### src/rtl/mandelbrot_pixel_shader_macros.svh
// ----------------------------------------------------------------------------
// Mandelbrot pixel shader assertion macros
// Concurrent assertion wrappers shared by the shader RTL; empty under SYNTHESIS.
// ----------------------------------------------------------------------------
`ifndef MANDELBROT_PIXEL_SHADER_MACROS_SVH
`define MANDELBROT_PIXEL_SHADER_MACROS_SVH

`ifndef SYNTHESIS

// same-cycle implication, disabled during reset
`define MPS_ASSERT_IMP(label, clk, rst_n, ante, cons, msg) \
	label: assert property (@(posedge clk) disable iff (!rst_n) (ante) |-> (cons)) \
		else $error(msg);

// next-cycle implication, disabled during reset
`define MPS_ASSERT_NXT(label, clk, rst_n, ante, cons, msg) \
	label: assert property (@(posedge clk) disable iff (!rst_n) (ante) |=> (cons)) \
		else $error(msg);

`else

`define MPS_ASSERT_IMP(label, clk, rst_n, ante, cons, msg)
`define MPS_ASSERT_NXT(label, clk, rst_n, ante, cons, msg)

`endif

`endif

### src/rtl/mps_pkg.sv
// ----------------------------------------------------------------------------
// Mandelbrot pixel shader package
// Register map, reset values and the types passed between shader modules.
// ----------------------------------------------------------------------------
package mps_pkg;

	// configuration register map
	localparam int CFG_IDX_W = 3;
	localparam logic [CFG_IDX_W-1:0] REG_X_ORIGIN  = 3'd0;
	localparam logic [CFG_IDX_W-1:0] REG_Y_ORIGIN  = 3'd1;
	localparam logic [CFG_IDX_W-1:0] REG_X_STEP    = 3'd2;
	localparam logic [CFG_IDX_W-1:0] REG_Y_STEP    = 3'd3;
	localparam logic [CFG_IDX_W-1:0] REG_ITER_LIM  = 3'd4;
	localparam logic [CFG_IDX_W-1:0] REG_SHADE_LVL = 3'd5;

	// reset values (Q4.28 view: -2.5, -1.5, 3/1024, 3/1024)
	localparam logic signed [31:0] RST_X_ORIGIN  = -32'sd671088640;
	localparam logic signed [31:0] RST_Y_ORIGIN  = -32'sd402653184;
	localparam logic [30:0]        RST_X_STEP    = 31'd786432;
	localparam logic [30:0]        RST_Y_STEP    = 31'd786432;
	localparam logic [15:0]        RST_ITER_LIM  = 16'd256;
	localparam logic [8:0]         RST_SHADE_LVL = 9'd256;

	typedef struct packed {
		logic signed [31:0] x_origin;
		logic signed [31:0] y_origin;
		logic [30:0]        x_step;
		logic [30:0]        y_step;
		logic [15:0]        iteration_limit;
		logic [8:0]         shade_levels;
	} cfg_t;

	// datapath operations issued by the controller
	typedef enum logic [3:0] {
		OP_NONE,
		OP_LOAD,
		OP_CMUL,
		OP_CADD,
		OP_ZMUL,
		OP_ZSTEP,
		OP_GD2,
		OP_GRHS,
		OP_GSQ,
		OP_GCMP
	} op_t;

	typedef struct packed {
		op_t        op;
		logic [2:0] bit_idx;
		logic       load_out;
	} cmd_t;

	typedef struct packed {
		logic z_done;
	} sts_t;

endpackage

### src/rtl/mps_cfg_regs.sv
// ----------------------------------------------------------------------------
// Mandelbrot pixel shader configuration registers
// Holds the view window, iteration limit and shade levels; writes always taken.
// ----------------------------------------------------------------------------
module mps_cfg_regs (
	input  logic                                clk,
	input  logic                                arst_n,
	input  logic                                cfg_valid,
	output logic                                cfg_ready,
	input  logic [mps_pkg::CFG_IDX_W-1:0]       cfg_index,
	input  logic [31:0]                         cfg_data,
	output mps_pkg::cfg_t                       cfg
);

	mps_pkg::cfg_t cfg_q;

	assign cfg_ready = 1'b1;
	assign cfg       = cfg_q;

	// write one register per word; unknown indexes drop the word
	always_ff @(posedge clk or negedge arst_n) begin
		if (!arst_n) begin
			cfg_q.x_origin        <= mps_pkg::RST_X_ORIGIN;
			cfg_q.y_origin        <= mps_pkg::RST_Y_ORIGIN;
			cfg_q.x_step          <= mps_pkg::RST_X_STEP;
			cfg_q.y_step          <= mps_pkg::RST_Y_STEP;
			cfg_q.iteration_limit <= mps_pkg::RST_ITER_LIM;
			cfg_q.shade_levels    <= mps_pkg::RST_SHADE_LVL;
		end else if (cfg_valid) begin
			case (cfg_index)
				mps_pkg::REG_X_ORIGIN:  cfg_q.x_origin        <= cfg_data;
				mps_pkg::REG_Y_ORIGIN:  cfg_q.y_origin        <= cfg_data;
				mps_pkg::REG_X_STEP:    cfg_q.x_step          <= cfg_data[30:0];
				mps_pkg::REG_Y_STEP:    cfg_q.y_step          <= cfg_data[30:0];
				mps_pkg::REG_ITER_LIM:  cfg_q.iteration_limit <= cfg_data[15:0];
				mps_pkg::REG_SHADE_LVL: cfg_q.shade_levels    <= cfg_data[8:0];
				default: ;
			endcase
		end
	end

endmodule

### config.mk
export PLATFORM = sky130hd
export DESIGN_NAME = mps_cfg_regs
export DESIGN_NICKNAME = d
export VERILOG_FILES = /design/src/rtl/mandelbrot_pixel_shader_macros.svh /design/src/rtl/mps_pkg.sv /design/src/rtl/mps_cfg_regs.sv
export SDC_FILE = /design/constraint.sdc
export NUM_CORES = 1
export LEC_CHECK = 0
export BUFFER_PORTS_ARGS = -buffer_cell sky130_fd_sc_hd__buf_2
export CAP_MARGIN = 10
export CORE_MARGIN = 5
export CORE_UTILIZATION = 40
export CTS_CLUSTER_SIZE = 12
export DETAILED_ROUTE_END_ITERATION = 10
export PLACE_DENSITY = 0.7
export SLEW_MARGIN = 15
export SYNTH_ARGS = -nofsm -noshare
export SYNTH_HDL_FRONTEND = slang
export SYNTH_SLANG_ARGS = --single-unit
### constraint.sdc
create_clock -name clk -period 1.7 [get_ports clk]
set_clock_uncertainty 0.15 [all_clocks]
set_input_delay 0.17 -clock clk [delete_from_list [all_inputs] [get_ports clk]]
set_output_delay 0.17 -clock clk [all_outputs]
set_load 0.02 [all_outputs]
Word level (Yosys, flattened, before mapping)
Cells that the tools add are included.
W data, S select, Z words.
{ "totals": {"mem_bits_rw": 0, "rom_bits": 0, "n_memories": 0, "ff_bits": 151, "latchBits": 0, "wordCells": 18} }
{ "classes": {"n_bitwise": 0, "n_reduce_logical": 7, "n_eq_ne": 5, "mux": 0, "n_lt_le_gt_ge": 0, "addsub": 0, "n_mul": 0, "n_div": 0, "shifts": 0} }
{ "op_table": {"columns": ["op", "n"], "rows": [
  ["$reduce_and A2 Y1", 6],
  ["$eq A3 B2 Y1 const B", 2],
  ["$eq A3 B3 Y1 const B", 2],
  ["$eq A3 B1 Y1 const B", 1],
  ["$logic_not A3 Y1", 1]
]} }

Logic depth before layout (Yosys ltp)
{ "depth": {"depth_word": 2, "depth_mapped": 4} }

Worst setup path before layout
No wires, ideal clock.
{ "synth_path": {"path_type": "input to register", "from": "input port cfg_index[1] (netlist name)", "to": "register cfg_q (netlist bit cfg[140])", "setup_slack_ps": 332, "cell_stages": 3, "path_buffers": 1, "arrival_time_ps": 1093, "cell_sequence": "nor4b_4 buf_6 mux2_2"} }
{ "synth_via": {"elab_chain_len": 2} }
{ "synth_rtl": {"columns": ["element", "line_no", "source"], "rows": [
  ["start, declared", "mps_cfg_regs.sv:10", "input logic [mps_pkg::CFG_IDX_W-1:0] cfg_index,"],
  ["$logic_not A3 Y1", "mps_cfg_regs.sv:30", "case (cfg_index)"],
  ["$reduce_and A2 Y1 (no source line)", null, null],
  ["end, declared", "mps_cfg_regs.sv:15", "mps_pkg::cfg_t cfg_q;"]
]} }
No other way between the ends.
A chain may end at the register's enable or synchronous reset.

Worst setup path in the final report
{ "layout_path": {"from": "register cfg_q (netlist bit cfg[118])", "to": "output port cfg[118] (netlist name)"} }
{ "layout_lines": {"columns": ["element", "line_no", "source"], "rows": [
  ["end, declared", "mps_cfg_regs.sv:12", "output mps_pkg::cfg_t cfg"]
]} }
No word-level cell between the ends.

==> summary.txt <==
Clock tree
  – Number of H-tree levels: 4
  – Longest Clk Path Bufs: 2
  – Clock root buffer: clkbuf_16
  – Cts bufs inserted: 17
  – Clk Latency, worst-skew pair: 0.41 ns
  – TritonCTS clock tree: done
  – Sink Count: 151
  – Total setup buffers inserted after CTS: 0
  – Clk pin slew, worst setup/hold paths: 0.06 ns

Setup path
  – Cell chain of the critical path: buf_2
  – Slowest stage delay, CP: around 0.54 ns
  – Critical path capture point type: output pin
  – CP Launch Type: flip-flop
  – Slowest CP cell: dfstp_2
  – CP Depth: 1
  – CP required: 1.38 ns
  – Top delay family on crit path: flip-flops
  – Crit Path Max Fanout: 2
  – Cell count of the worst reg-to-reg path: 1
  – CP arrival: about 1.1 ns
  – CP bufs+invs: 1
  – Worst setup path class: reg2out

Layout
  – Register area: 3800 um^2
  – Total of fill cells in the finished design: 1137
  – Multi-input logic area: 1810 um^2
  – Most common cell after layout, fill and taps aside: buf_2
  – Max reg flops: 151
  – Antenna cells: 0
  – Synth-to-layout area growth: 37.9%
  – Final nets: 607
  – Post-layout util: 56.5%
  – Layout cells sized above 1: 68.7%
  – Most frequent cells in the layout: buf_2 (187), mux2_2 (143), dfrtp_1 (137)

Timing
  – Final min period: 1.43 ns
  – Final hold vios: 0
  – Setup tns final: 0 ns
  – Highest clock rate: between 0.6 and 0.7 GHz
  – Slew Viols, Final: 0
  – Setup violations, final: 0
  – Final period util: 84.2%
  – RSZ-0062 raised after global routing: false

Floorplan
  – Core region area: between 10000 and 15000 um^2
  – Row count: 43
  – Die X: 130 um
  – Die Y: roughly 130 um
  – Die area: about 17000 um^2
  – Initial cell density of the core: between 40% and 50%
  – IO Pins: 190

Drt
  – Final WL: 14000 um
  – Post-route DRC violation count: 0
  – Via density: between 4 and 5
  – Final ANT Viol Nets: 0
  – Drt pass-1 iters: 4
  – Via count: 3704
  – WL/cell: 18.4 um
  – DRT iter0 DRCs: 117

Hold path
  – HP Class: in2async

Synthesis
  – Synth warn: 0
  – Syn Area/Cell: between 15 and 20 um^2
  – Yosys reg bits: 151
  – Cell Area, Synth: 5730 um^2
  – Cells after synthesis: 325
  – Synthesized net count: roughly 360
  – Register area share after synthesis: 66.3%
  – Netlist cell types: 13

Global routing
  – Initial antenna violation count: 1
  – Grt ovf: 0
  – First-pass GRT wire length: 22200 um
  – Largest net degree at the start of global routing: roughly 50
  – Vias in the first global route: a little over 4000
  – Total track usage: 17.4%

Run
  – Max_cap viols: 0

Placed design
  – Final HPWL DP: between 9000 and 10000 um
  – Input/output buffers: 188
  – Gpl congestion: roughly 0.73

Status
  – Outcome: completed

Power
  – Power per Cell Area: 1440 nW/um^2
  – Peak VDD IR: 0.000807 V
  – Pleak: approximately 3.8 nW
repair_timing:
action	CTS	global route
hold buffers	33	0
gates resized for setup	0	0
endpoints found under the hold margin	297	0
synth_stat cells, drive strengths merged:
cell type | instances | area (um^2)
buf | 16 | 148
mux2 | 151 | 1700
nor4bb | 2 | 20.0
nand4b | 2 | 23.8
dfstp | 14 | 368
nor4b | 1 | 23.8
dfrtp | 137 | 3430
conb | 1 | 3.75
and4bb | 1 | 12.5
per-layer routing:
metal | wire length, um | vias up | global-route usage, %
met4 | 330 | 2 | 6.97
met1 | 5350 | 1886 | 19.6
met2 | 7080 | 129 | 30.0
li1 | - | 1660 | -
met3 | 1210 | 27 | 6.47
met5 | 7 | - | 0
power by group:
group | switching (mW) | total (mW) | internal, mW
Clock | 1.37 | 3.52 | 2.15
Sequential | 0.409 | 4.85 | 4.44
Combinational | 1.76 | 3.00 | 1.24
cell families (layout without fill, tap and decap cells):
family	Yosys count	count (layout)	share of synthesized area, %
other	1	1	0.0655
buffers and inverters	16	272	2.58
DFF	151	151	66.3
muxes	151	151	29.7
and+or+nand+nor	6	6	1.40
area by class of cell:
cell class	count	area share, %
flip-flops and latches	151	48.1
multi-input cells	158	23.0
repair buffers	241	19.0
clock buffers	23	6.18
well taps	180	2.85
clock inverters	8	0.919
final timing paths:
path / start / endpoint / slack [ns]
max: cfg[118] / cfg[118] / 0.27
min: arst_n / cfg[50] / 0.12
max reg2reg: cfg[144] / cfg[144] / 0.77
min reg2reg: cfg[15] / cfg[15] / 0.33
max in group asynchronous: arst_n / cfg[74] / 0.68
min in group clk: cfg_index[0] / cfg[15] / 0.25
per-stage QoR:
stage | instances | total power, mW | worst slack [ns] | hold slack (ns) | area, um^2
6_report | 761 | 11.4 | 0.269 | 0.120 | 7900
3_3_place_gp | 697 | 7.80 | 0.116 | -0.00222 | 7010
2_1_floorplan | 325 | 6.63 | 0.332 | -0.276 | 5730
4_1_cts | 761 | 11.5 | 0.247 | 0.128 | 7900
3_5_place_dp | 697 | 7.90 | 0.0694 | 0.00745 | 7010
5_1_grt | 761 | 11.9 | 0.227 | 0.150 | 7900
Note: power is estimated with default switching activity, not from simulation.
