$ cat config.mk
export PLATFORM = sky130hd
export DESIGN_NAME = mps_ctrl
export DESIGN_NICKNAME = d
export VERILOG_FILES = /design/src/rtl/mps_pkg.sv /design/src/rtl/mps_ctrl.sv
export VERILOG_INCLUDE_DIRS = /design/src /design/src/rtl
export SDC_FILE = /design/constraint.sdc
export NUM_CORES = 1
export LEC_CHECK = 0
export BUFFER_PORTS_ARGS = -buffer_cell sky130_fd_sc_hd__buf_2
export CORE_AREA = 8 8 45 47
export DETAILED_ROUTE_END_ITERATION = 6
export DIE_AREA = 0 0 53 55
export GPL_TIMING_DRIVEN = 0
export PLACE_DENSITY = 0.64
export SLEW_MARGIN = 20
export SYNTH_ARGS = -nofsm -noshare
export SYNTH_HDL_FRONTEND = slang
export SYNTH_SLANG_ARGS = --single-unit
$ cat constraint.sdc
create_clock -name clk -period 2.21 [get_ports clk]
set_clock_uncertainty 0.2 [all_clocks]
set_input_delay 0.3315 -clock clk [delete_from_list [all_inputs] [get_ports clk]]
set_output_delay 0.3315 -clock clk [all_outputs]
set_load 0.1 [all_outputs]
$ cat src/rtl/mandelbrot_pixel_shader_macros.svh
// ----------------------------------------------------------------------------
// Mandelbrot pixel shader assertion macros
// Concurrent assertion wrappers shared by the shader RTL; empty under SYNTHESIS.
// ----------------------------------------------------------------------------
`ifndef MANDELBROT_PIXEL_SHADER_MACROS_SVH
`define MANDELBROT_PIXEL_SHADER_MACROS_SVH

`ifndef SYNTHESIS

// same-cycle implication, disabled during reset
`define MPS_ASSERT_IMP(label, clk, rst_n, ante, cons, msg) \
	label: assert property (@(posedge clk) disable iff (!rst_n) (ante) |-> (cons)) \
		else $error(msg);

// next-cycle implication, disabled during reset
`define MPS_ASSERT_NXT(label, clk, rst_n, ante, cons, msg) \
	label: assert property (@(posedge clk) disable iff (!rst_n) (ante) |=> (cons)) \
		else $error(msg);

`else

`define MPS_ASSERT_IMP(label, clk, rst_n, ante, cons, msg)
`define MPS_ASSERT_NXT(label, clk, rst_n, ante, cons, msg)

`endif

`endif

$ cat src/rtl/mps_pkg.sv
// ----------------------------------------------------------------------------
// Mandelbrot pixel shader package
// Register map, reset values and the types passed between shader modules.
// ----------------------------------------------------------------------------
package mps_pkg;

	// configuration register map
	localparam int CFG_IDX_W = 3;
	localparam logic [CFG_IDX_W-1:0] REG_X_ORIGIN  = 3'd0;
	localparam logic [CFG_IDX_W-1:0] REG_Y_ORIGIN  = 3'd1;
	localparam logic [CFG_IDX_W-1:0] REG_X_STEP    = 3'd2;
	localparam logic [CFG_IDX_W-1:0] REG_Y_STEP    = 3'd3;
	localparam logic [CFG_IDX_W-1:0] REG_ITER_LIM  = 3'd4;
	localparam logic [CFG_IDX_W-1:0] REG_SHADE_LVL = 3'd5;

	// reset values (Q4.28 view: -2.5, -1.5, 3/1024, 3/1024)
	localparam logic signed [31:0] RST_X_ORIGIN  = -32'sd671088640;
	localparam logic signed [31:0] RST_Y_ORIGIN  = -32'sd402653184;
	localparam logic [30:0]        RST_X_STEP    = 31'd786432;
	localparam logic [30:0]        RST_Y_STEP    = 31'd786432;
	localparam logic [15:0]        RST_ITER_LIM  = 16'd256;
	localparam logic [8:0]         RST_SHADE_LVL = 9'd256;

	typedef struct packed {
		logic signed [31:0] x_origin;
		logic signed [31:0] y_origin;
		logic [30:0]        x_step;
		logic [30:0]        y_step;
		logic [15:0]        iteration_limit;
		logic [8:0]         shade_levels;
	} cfg_t;

	// datapath operations issued by the controller
	typedef enum logic [3:0] {
		OP_NONE,
		OP_LOAD,
		OP_CMUL,
		OP_CADD,
		OP_ZMUL,
		OP_ZSTEP,
		OP_GD2,
		OP_GRHS,
		OP_GSQ,
		OP_GCMP
	} op_t;

	typedef struct packed {
		op_t        op;
		logic [2:0] bit_idx;
		logic       load_out;
	} cmd_t;

	typedef struct packed {
		logic z_done;
	} sts_t;

endpackage

$ cat src/rtl/mps_ctrl.sv
// ----------------------------------------------------------------------------
// Mandelbrot pixel shader controller
// Sequences coordinate setup, the escape loop, the gray search and output.
// ----------------------------------------------------------------------------
`include "mandelbrot_pixel_shader_macros.svh"

module mps_ctrl (
	input  logic           clk,
	input  logic           arst_n,
	input  logic           in_valid,
	output logic           in_ready,
	output logic           out_valid,
	input  logic           out_ready,
	input  mps_pkg::sts_t  sts,
	output mps_pkg::cmd_t  cmd
);

	typedef enum logic [3:0] {
		ST_IDLE,
		ST_CMUL,
		ST_CADD,
		ST_ZMUL,
		ST_ZSTEP,
		ST_GD2,
		ST_GRHS,
		ST_GSQ,
		ST_GCMP,
		ST_DONE
	} state_t;

	state_t     state_q;
	logic [2:0] bit_q;
	logic       out_valid_q;
	logic       slot_free;

	assign in_ready  = (state_q == ST_IDLE);
	assign out_valid = out_valid_q;
	assign slot_free = !out_valid_q || out_ready;

	// decode the datapath operation for this cycle
	always_comb begin
		cmd = '{op: mps_pkg::OP_NONE, bit_idx: bit_q, load_out: 1'b0};
		case (state_q)
			ST_IDLE:  if (in_valid) cmd.op = mps_pkg::OP_LOAD;
			ST_CMUL:  cmd.op = mps_pkg::OP_CMUL;
			ST_CADD:  cmd.op = mps_pkg::OP_CADD;
			ST_ZMUL:  cmd.op = mps_pkg::OP_ZMUL;
			ST_ZSTEP: cmd.op = mps_pkg::OP_ZSTEP;
			ST_GD2:   cmd.op = mps_pkg::OP_GD2;
			ST_GRHS:  cmd.op = mps_pkg::OP_GRHS;
			ST_GSQ:   cmd.op = mps_pkg::OP_GSQ;
			ST_GCMP:  cmd.op = mps_pkg::OP_GCMP;
			ST_DONE:  cmd.load_out = slot_free;
			default: ;
		endcase
	end

	// advance the sequence and track the output word
	always_ff @(posedge clk or negedge arst_n) begin
		if (!arst_n) begin
			state_q     <= ST_IDLE;
			bit_q       <= 3'd0;
			out_valid_q <= 1'b0;
		end else begin
			if (cmd.load_out) begin
				out_valid_q <= 1'b1;
			end else if (out_ready) begin
				out_valid_q <= 1'b0;
			end
			case (state_q)
				ST_IDLE:  if (in_valid) state_q <= ST_CMUL;
				ST_CMUL:  state_q <= ST_CADD;
				ST_CADD:  state_q <= ST_ZMUL;
				ST_ZMUL:  state_q <= ST_ZSTEP;
				ST_ZSTEP: state_q <= sts.z_done ? ST_GD2 : ST_ZMUL;
				ST_GD2:   state_q <= ST_GRHS;
				ST_GRHS: begin
					bit_q   <= 3'd7;
					state_q <= ST_GSQ;
				end
				ST_GSQ:   state_q <= ST_GCMP;
				ST_GCMP: begin
					if (bit_q == 3'd0) begin
						state_q <= ST_DONE;
					end else begin
						bit_q   <= bit_q - 3'd1;
						state_q <= ST_GSQ;
					end
				end
				ST_DONE:  if (slot_free) state_q <= ST_IDLE;
				default:  state_q <= ST_IDLE;
			endcase
		end
	end

	`MPS_ASSERT_NXT(a_accept_starts, clk, arst_n, in_valid && in_ready, state_q == ST_CMUL, "accepted word did not start setup")
	`MPS_ASSERT_NXT(a_escape_to_shade, clk, arst_n, state_q == ST_ZSTEP && sts.z_done, state_q == ST_GD2, "loop end did not start shading")
	`MPS_ASSERT_NXT(a_search_ends, clk, arst_n, state_q == ST_GCMP && bit_q == 3'd0, state_q == ST_DONE, "gray search overran")
	`MPS_ASSERT_NXT(a_result_posted, clk, arst_n, state_q == ST_DONE && slot_free, out_valid_q && state_q == ST_IDLE, "finished word not posted")

endmodule

* Word level (Yosys, flattened, before mapping) *
Index checks and enable logic that the tools add are counted.

word-level totals
  logic and storage cells = 36
  output and inout port bits = 10
  bits in registers = 8
  input bits = 5

operators by class
  add/sub/neg operators = 1
  equal/unequal tests = 12
  reductions and logical operators = 8
  muxes and demuxes = 12

operators by type and width
  cell                                                                   number
  4-bit case mux with 10 select lines                                    1
  4-bit case mux with 9 select lines                                     1
  4-bit by 3-bit equality test with 1-bit output, second input constant  4
  4-bit two-way mux                                                      3
  4-bit by 2-bit equality test with 1-bit output, second input constant  2
  4-bit equality test, second input constant                             2
  3-bit two-way mux                                                      2
  2-bit != test, second input constant                                   3
  3-bit case mux with 2 select lines                                     1
  4-bit by 1-bit equality test with 1-bit output, second input constant  1
  4-bit logical NOT                                                      1
  1-bit two-way mux                                                      4
  2-bit AND reduction                                                    2
  2-bit nonzero test                                                     2
  3-bit logical NOT                                                      1
  3-bit by 1-bit subtractor with 3-bit output, second input constant     1
  1-bit logical NOT                                                      1
  1-bit logical OR                                                       1

* Longest topological paths before layout *
  word-level depth = 4
  depth in mapped cells = 5

* Least setup slack after synthesis *
Ideal clock, no wire load.

  path type = register -> output
  start = register state_q[0]
  end = output in_ready
  stages on the path, launching flop included = 3
  buffers on the path = 1
  slack = -1842 ps
  arrival = 3521 ps
  cell sequence = dfrtp_1 buf_2 nor4_1

between the ends
  longest elaborated chain between the ends = 1

ends and longest elaborated chain
  element                 RTL line        source
  from (decl)             mps_ctrl.sv:31  state_t state_q;
  from (signal assigned)  mps_ctrl.sv:75  ST_ZSTEP: state_q <= sts.z_done ? ST_GD2 : ST_ZMUL;
  4-bit logical NOT       mps_ctrl.sv:36  assign in_ready = (state_q == ST_IDLE);
  to (decl)               mps_ctrl.sv:11  output logic in_ready,

No other way between the ends.

==> key figures <==
Run
  • Max-cap violations: 0

Place
  • Routability cong.: about 0.73
  • Placed insts: 87
  • HPWL Detailed: roughly 900 microns
  • Port Buffer Count: 14
  • Placed inst area: between 600 and 700 sq um
  • Place WS: a little over 200 ps

Floorplanning
  • Site Rows: 14
  • Io pins: 15
  • Starting Density: 39.24%
  • Die ar.: roughly 3000 sq um
  • Die height: 55 microns
  • Die Wd: between 50 and 60 microns
  • Core box area: between 1000 and 1500 sq um

Yosys
  • Simple-gate portion of the synthesized area: around 28%
  • Mapped Cells: 57
  • Yosys synthesis warning count: 0
  • Compound-Gate Fraction of Synth Area: ~13%
  • Syn_area_per_cell: approximately 9.5 sq um
  • Main combinational cell family by area after synthesis: simple AND/OR/NAND/NOR gates
  • Register area share after synthesis: roughly 37%
  • FF+latch count, synth: 8
  • XOR/XNOR Fraction of Synth Area: just under 5%
  • Synth Area in Adders: under 10%
  • Library cells used by synthesis: 29
  • Mapped cell area: ~540 sq um
  • Synthesized Nets: 64
  • Multiplexer share of the synthesized area: under 10%

Timing
  • Least-Margin Pin Slew: about 490 ps
  • Slew HR: between 60% and 70%
  • Final Cycle Share: between 90% and 100%
  • Final min period: between 2000 and 2500 ps
  • RSZ-0062 raised after global routing: yes
  • Fmax: about 0.47 GHz
  • Final Setup Violations: 0
  • Slew Viols, Final: 0
  • Final hold vios: 0
  • Post-route worst setup slack: about 80 ps

Finish
  • Commonest non-fill, non-tap cell in the layout: buf_2
  • Share of cells above drive strength 1: 41.33%
  • Design Area, Final: just over 700 sq um
  • Commonest non-fill, non-tap cells in the layout: 9 x buf_2, 8 x dfrtp_1, 7 x clkbuf_4, 5 x nand2_1
  • Antenna Cells: 0
  • Post-route core utilization: 52.26%
  • Fin nets: 84
  • Layout Area Growth over Synthesis: 33.18%
  • Final Instance Count excl. Fillers: slightly above 90

Clock network
  • TritonCTS buffer count: 3
  • # Post-CTS Setup Buffers: 0
  • Clock transition at path regs: approximately 50 ps
  • H-tree levels: 1
  • Clock Sinks: 8
  • Clock latency on the worst-skew pair: roughly 250 ps
  • Root buf cell: clkbuf_4
  • CTS max path bufs: 2
  • CTS tree: done

Worst hold path
  • Type of the worst min-delay path: input port to flop
  • Worst hold stages: 3
  • Min-Delay Endpoint: out_valid$_DFFE_PN0P_
  • HP Start: out_ready

Worst setup path
  • Kind of critical path: flop to primary output
  • CP Capture Type: primary output
  • Arrival time worst endpoint: around 1600 ps
  • Max stage delay on crit path: roughly 380 ps
  • R2R Path End: state_q[0]$_DFFE_PN0P_
  • CP Max Fanout: 10
  • CP Cell Sequence: buf_2 > nor4_1 > nor3_2 > clkbuf_4
  • Levels on crit path: 4
  • CP startpoint kind: flop
  • Worst path bufs/invs: 2
  • RR Startpoint: state_q[3]$_DFFE_PN0P_
  • CP top delay family: buffers and inverters
  • CP required: roughly 1700 ps
  • Slowest stage cell, crit path: dfrtp_1
  • R2R Setup Slk: around 690 ps
  • FF-to-FF path depth: 4

GRT
  • Pin count of the biggest net entering global routing: 11
  • Vias in the first global route: between 400 and 500
  • Initial antenna violation count: 0
  • GRT Util Overall: slightly below 10%
  • First-pass GRT wire length: about 2100 microns
  • GRT overflow: 0

Drt
  • Vias/cell: around 5
  • Post-Route WL: 1194 microns
  • Initial DRC count: 11
  • DR pass1 iterations: 3
  • Average wire per standard cell: between 10 and 15 microns
  • Via count: between 400 and 500
  • ANT nets after route: 0
  • Post-route DRC: 0

Run status
  • Status: finished clean
-- cell usage after synthesis --
cell type / number / share of area [%]
a211o_1: 1 / 1.6
nor3_1: 1 / 0.92
and4bb_2: 1 / 2.3
nor4_1: 2 / 2.3
o21a_1: 1 / 1.4
o21ai_2: 2 / 3.2
nor4b_4: 1 / 4.4
o31ai_1: 1 / 1.4
mux2_2: 1 / 2.1
o21bai_1: 1 / 1.4
nand2b_1: 2 / 2.3
buf_6: 1 / 2.1
nor2b_1: 2 / 2.3
nor3b_1: 1 / 1.4
dfrtp_1: 8 / 37
and4b_1: 1 / 1.8
a21oi_1: 2 / 1.8
nand2_1: 5 / 3.5
ha_1: 2 / 4.6
mux2i_1: 2 / 3.7
xor2_1: 1 / 1.6
o21ai_0: 2 / 1.8
nand3_1: 1 / 0.92
nand4b_1: 1 / 1.6
buf_4: 1 / 1.4
nor2_1: 6 / 4.1
xnor2_1: 2 / 3.2
buf_2: 2 / 1.8
inv_1: 3 / 2.1
-- worst min-delay path, cell delays in order --
cell and delay, ps:
buf_2 80, nand2b_1 110, nand2_1 60
-- metal layers --
metal | GRT usage (%) | vias up | wire length, microns
met5 | 0 | - | 0
met4 | 5.172 | 0 | 0
met3 | 3.743 | 0 | 71
met2 | 15.63 | 9 | 595
met1 | 11.47 | 212 | 526
li1 | - | 235 | -
-- flip-flops by register name (all words and copies together) (netlist names) --
register   flops
state_q        4
bit_q          3
out_valid      1
-- cell families (layout without fill, tap and decap cells) --
group,count (synthesis),in the layout
mux,3,3
flops,8,8
fa+ha+maj,2,2
xor+xnor,3,3
buf+inv,7,25
simple gates,24,24
compound gates,10,10
-- metrics by stage --
stage | hold slack (ps) | TNS (ps)
2_1_floorplan | -164.1 | -507.6
3_3_place_gp | -16.60 | 0
3_5_place_dp | -12.15 | 0
4_1_cts | 174.0 | 0
5_1_grt | 190.2 | -6.492
6_report | 173.4 | 0
-- timing repair --
action,4_1_cts,5_1_grt
cloned,0,0
gates resized for setup,3,6
hold endpoints to repair,8,0
pin swaps,0,0
endpoints found under the setup margin,3,5
hold buffers,1,0
-- cell type report --
class                           instances  area [sq um]
Buffer                                  4         31.28
Timing Repair Buffer                   15         102.6
Multi-Input combinational cell         42         335.3
Inverter                                3         11.26
Clock buffer                            3         22.52
Tap cell                               16         20.02
Fill cell                             138         660.6
Sequential cell                         8         200.2
-- how the worst max path moves through the flow --
stage,startpoint,endpoint,slack (ps)
after floorplan,state_q[1]$_DFFE_PN0P_,cmd[4],-240
after global placement,state_q[0]$_DFFE_PN0P_,cmd[0],210
after detailed placement,state_q[0]$_DFFE_PN0P_,cmd[0],200
after CTS,state_q[0]$_DFFE_PN0P_,in_ready,30
after global routing,state_q[1]$_DFFE_PN0P_,cmd[0],-3
final,state_q[3]$_DFFE_PN0P_,cmd[4],80
Power is not shown: default switching activity piles up to over one toggle a cycle in this logic, so the estimate is an artifact.
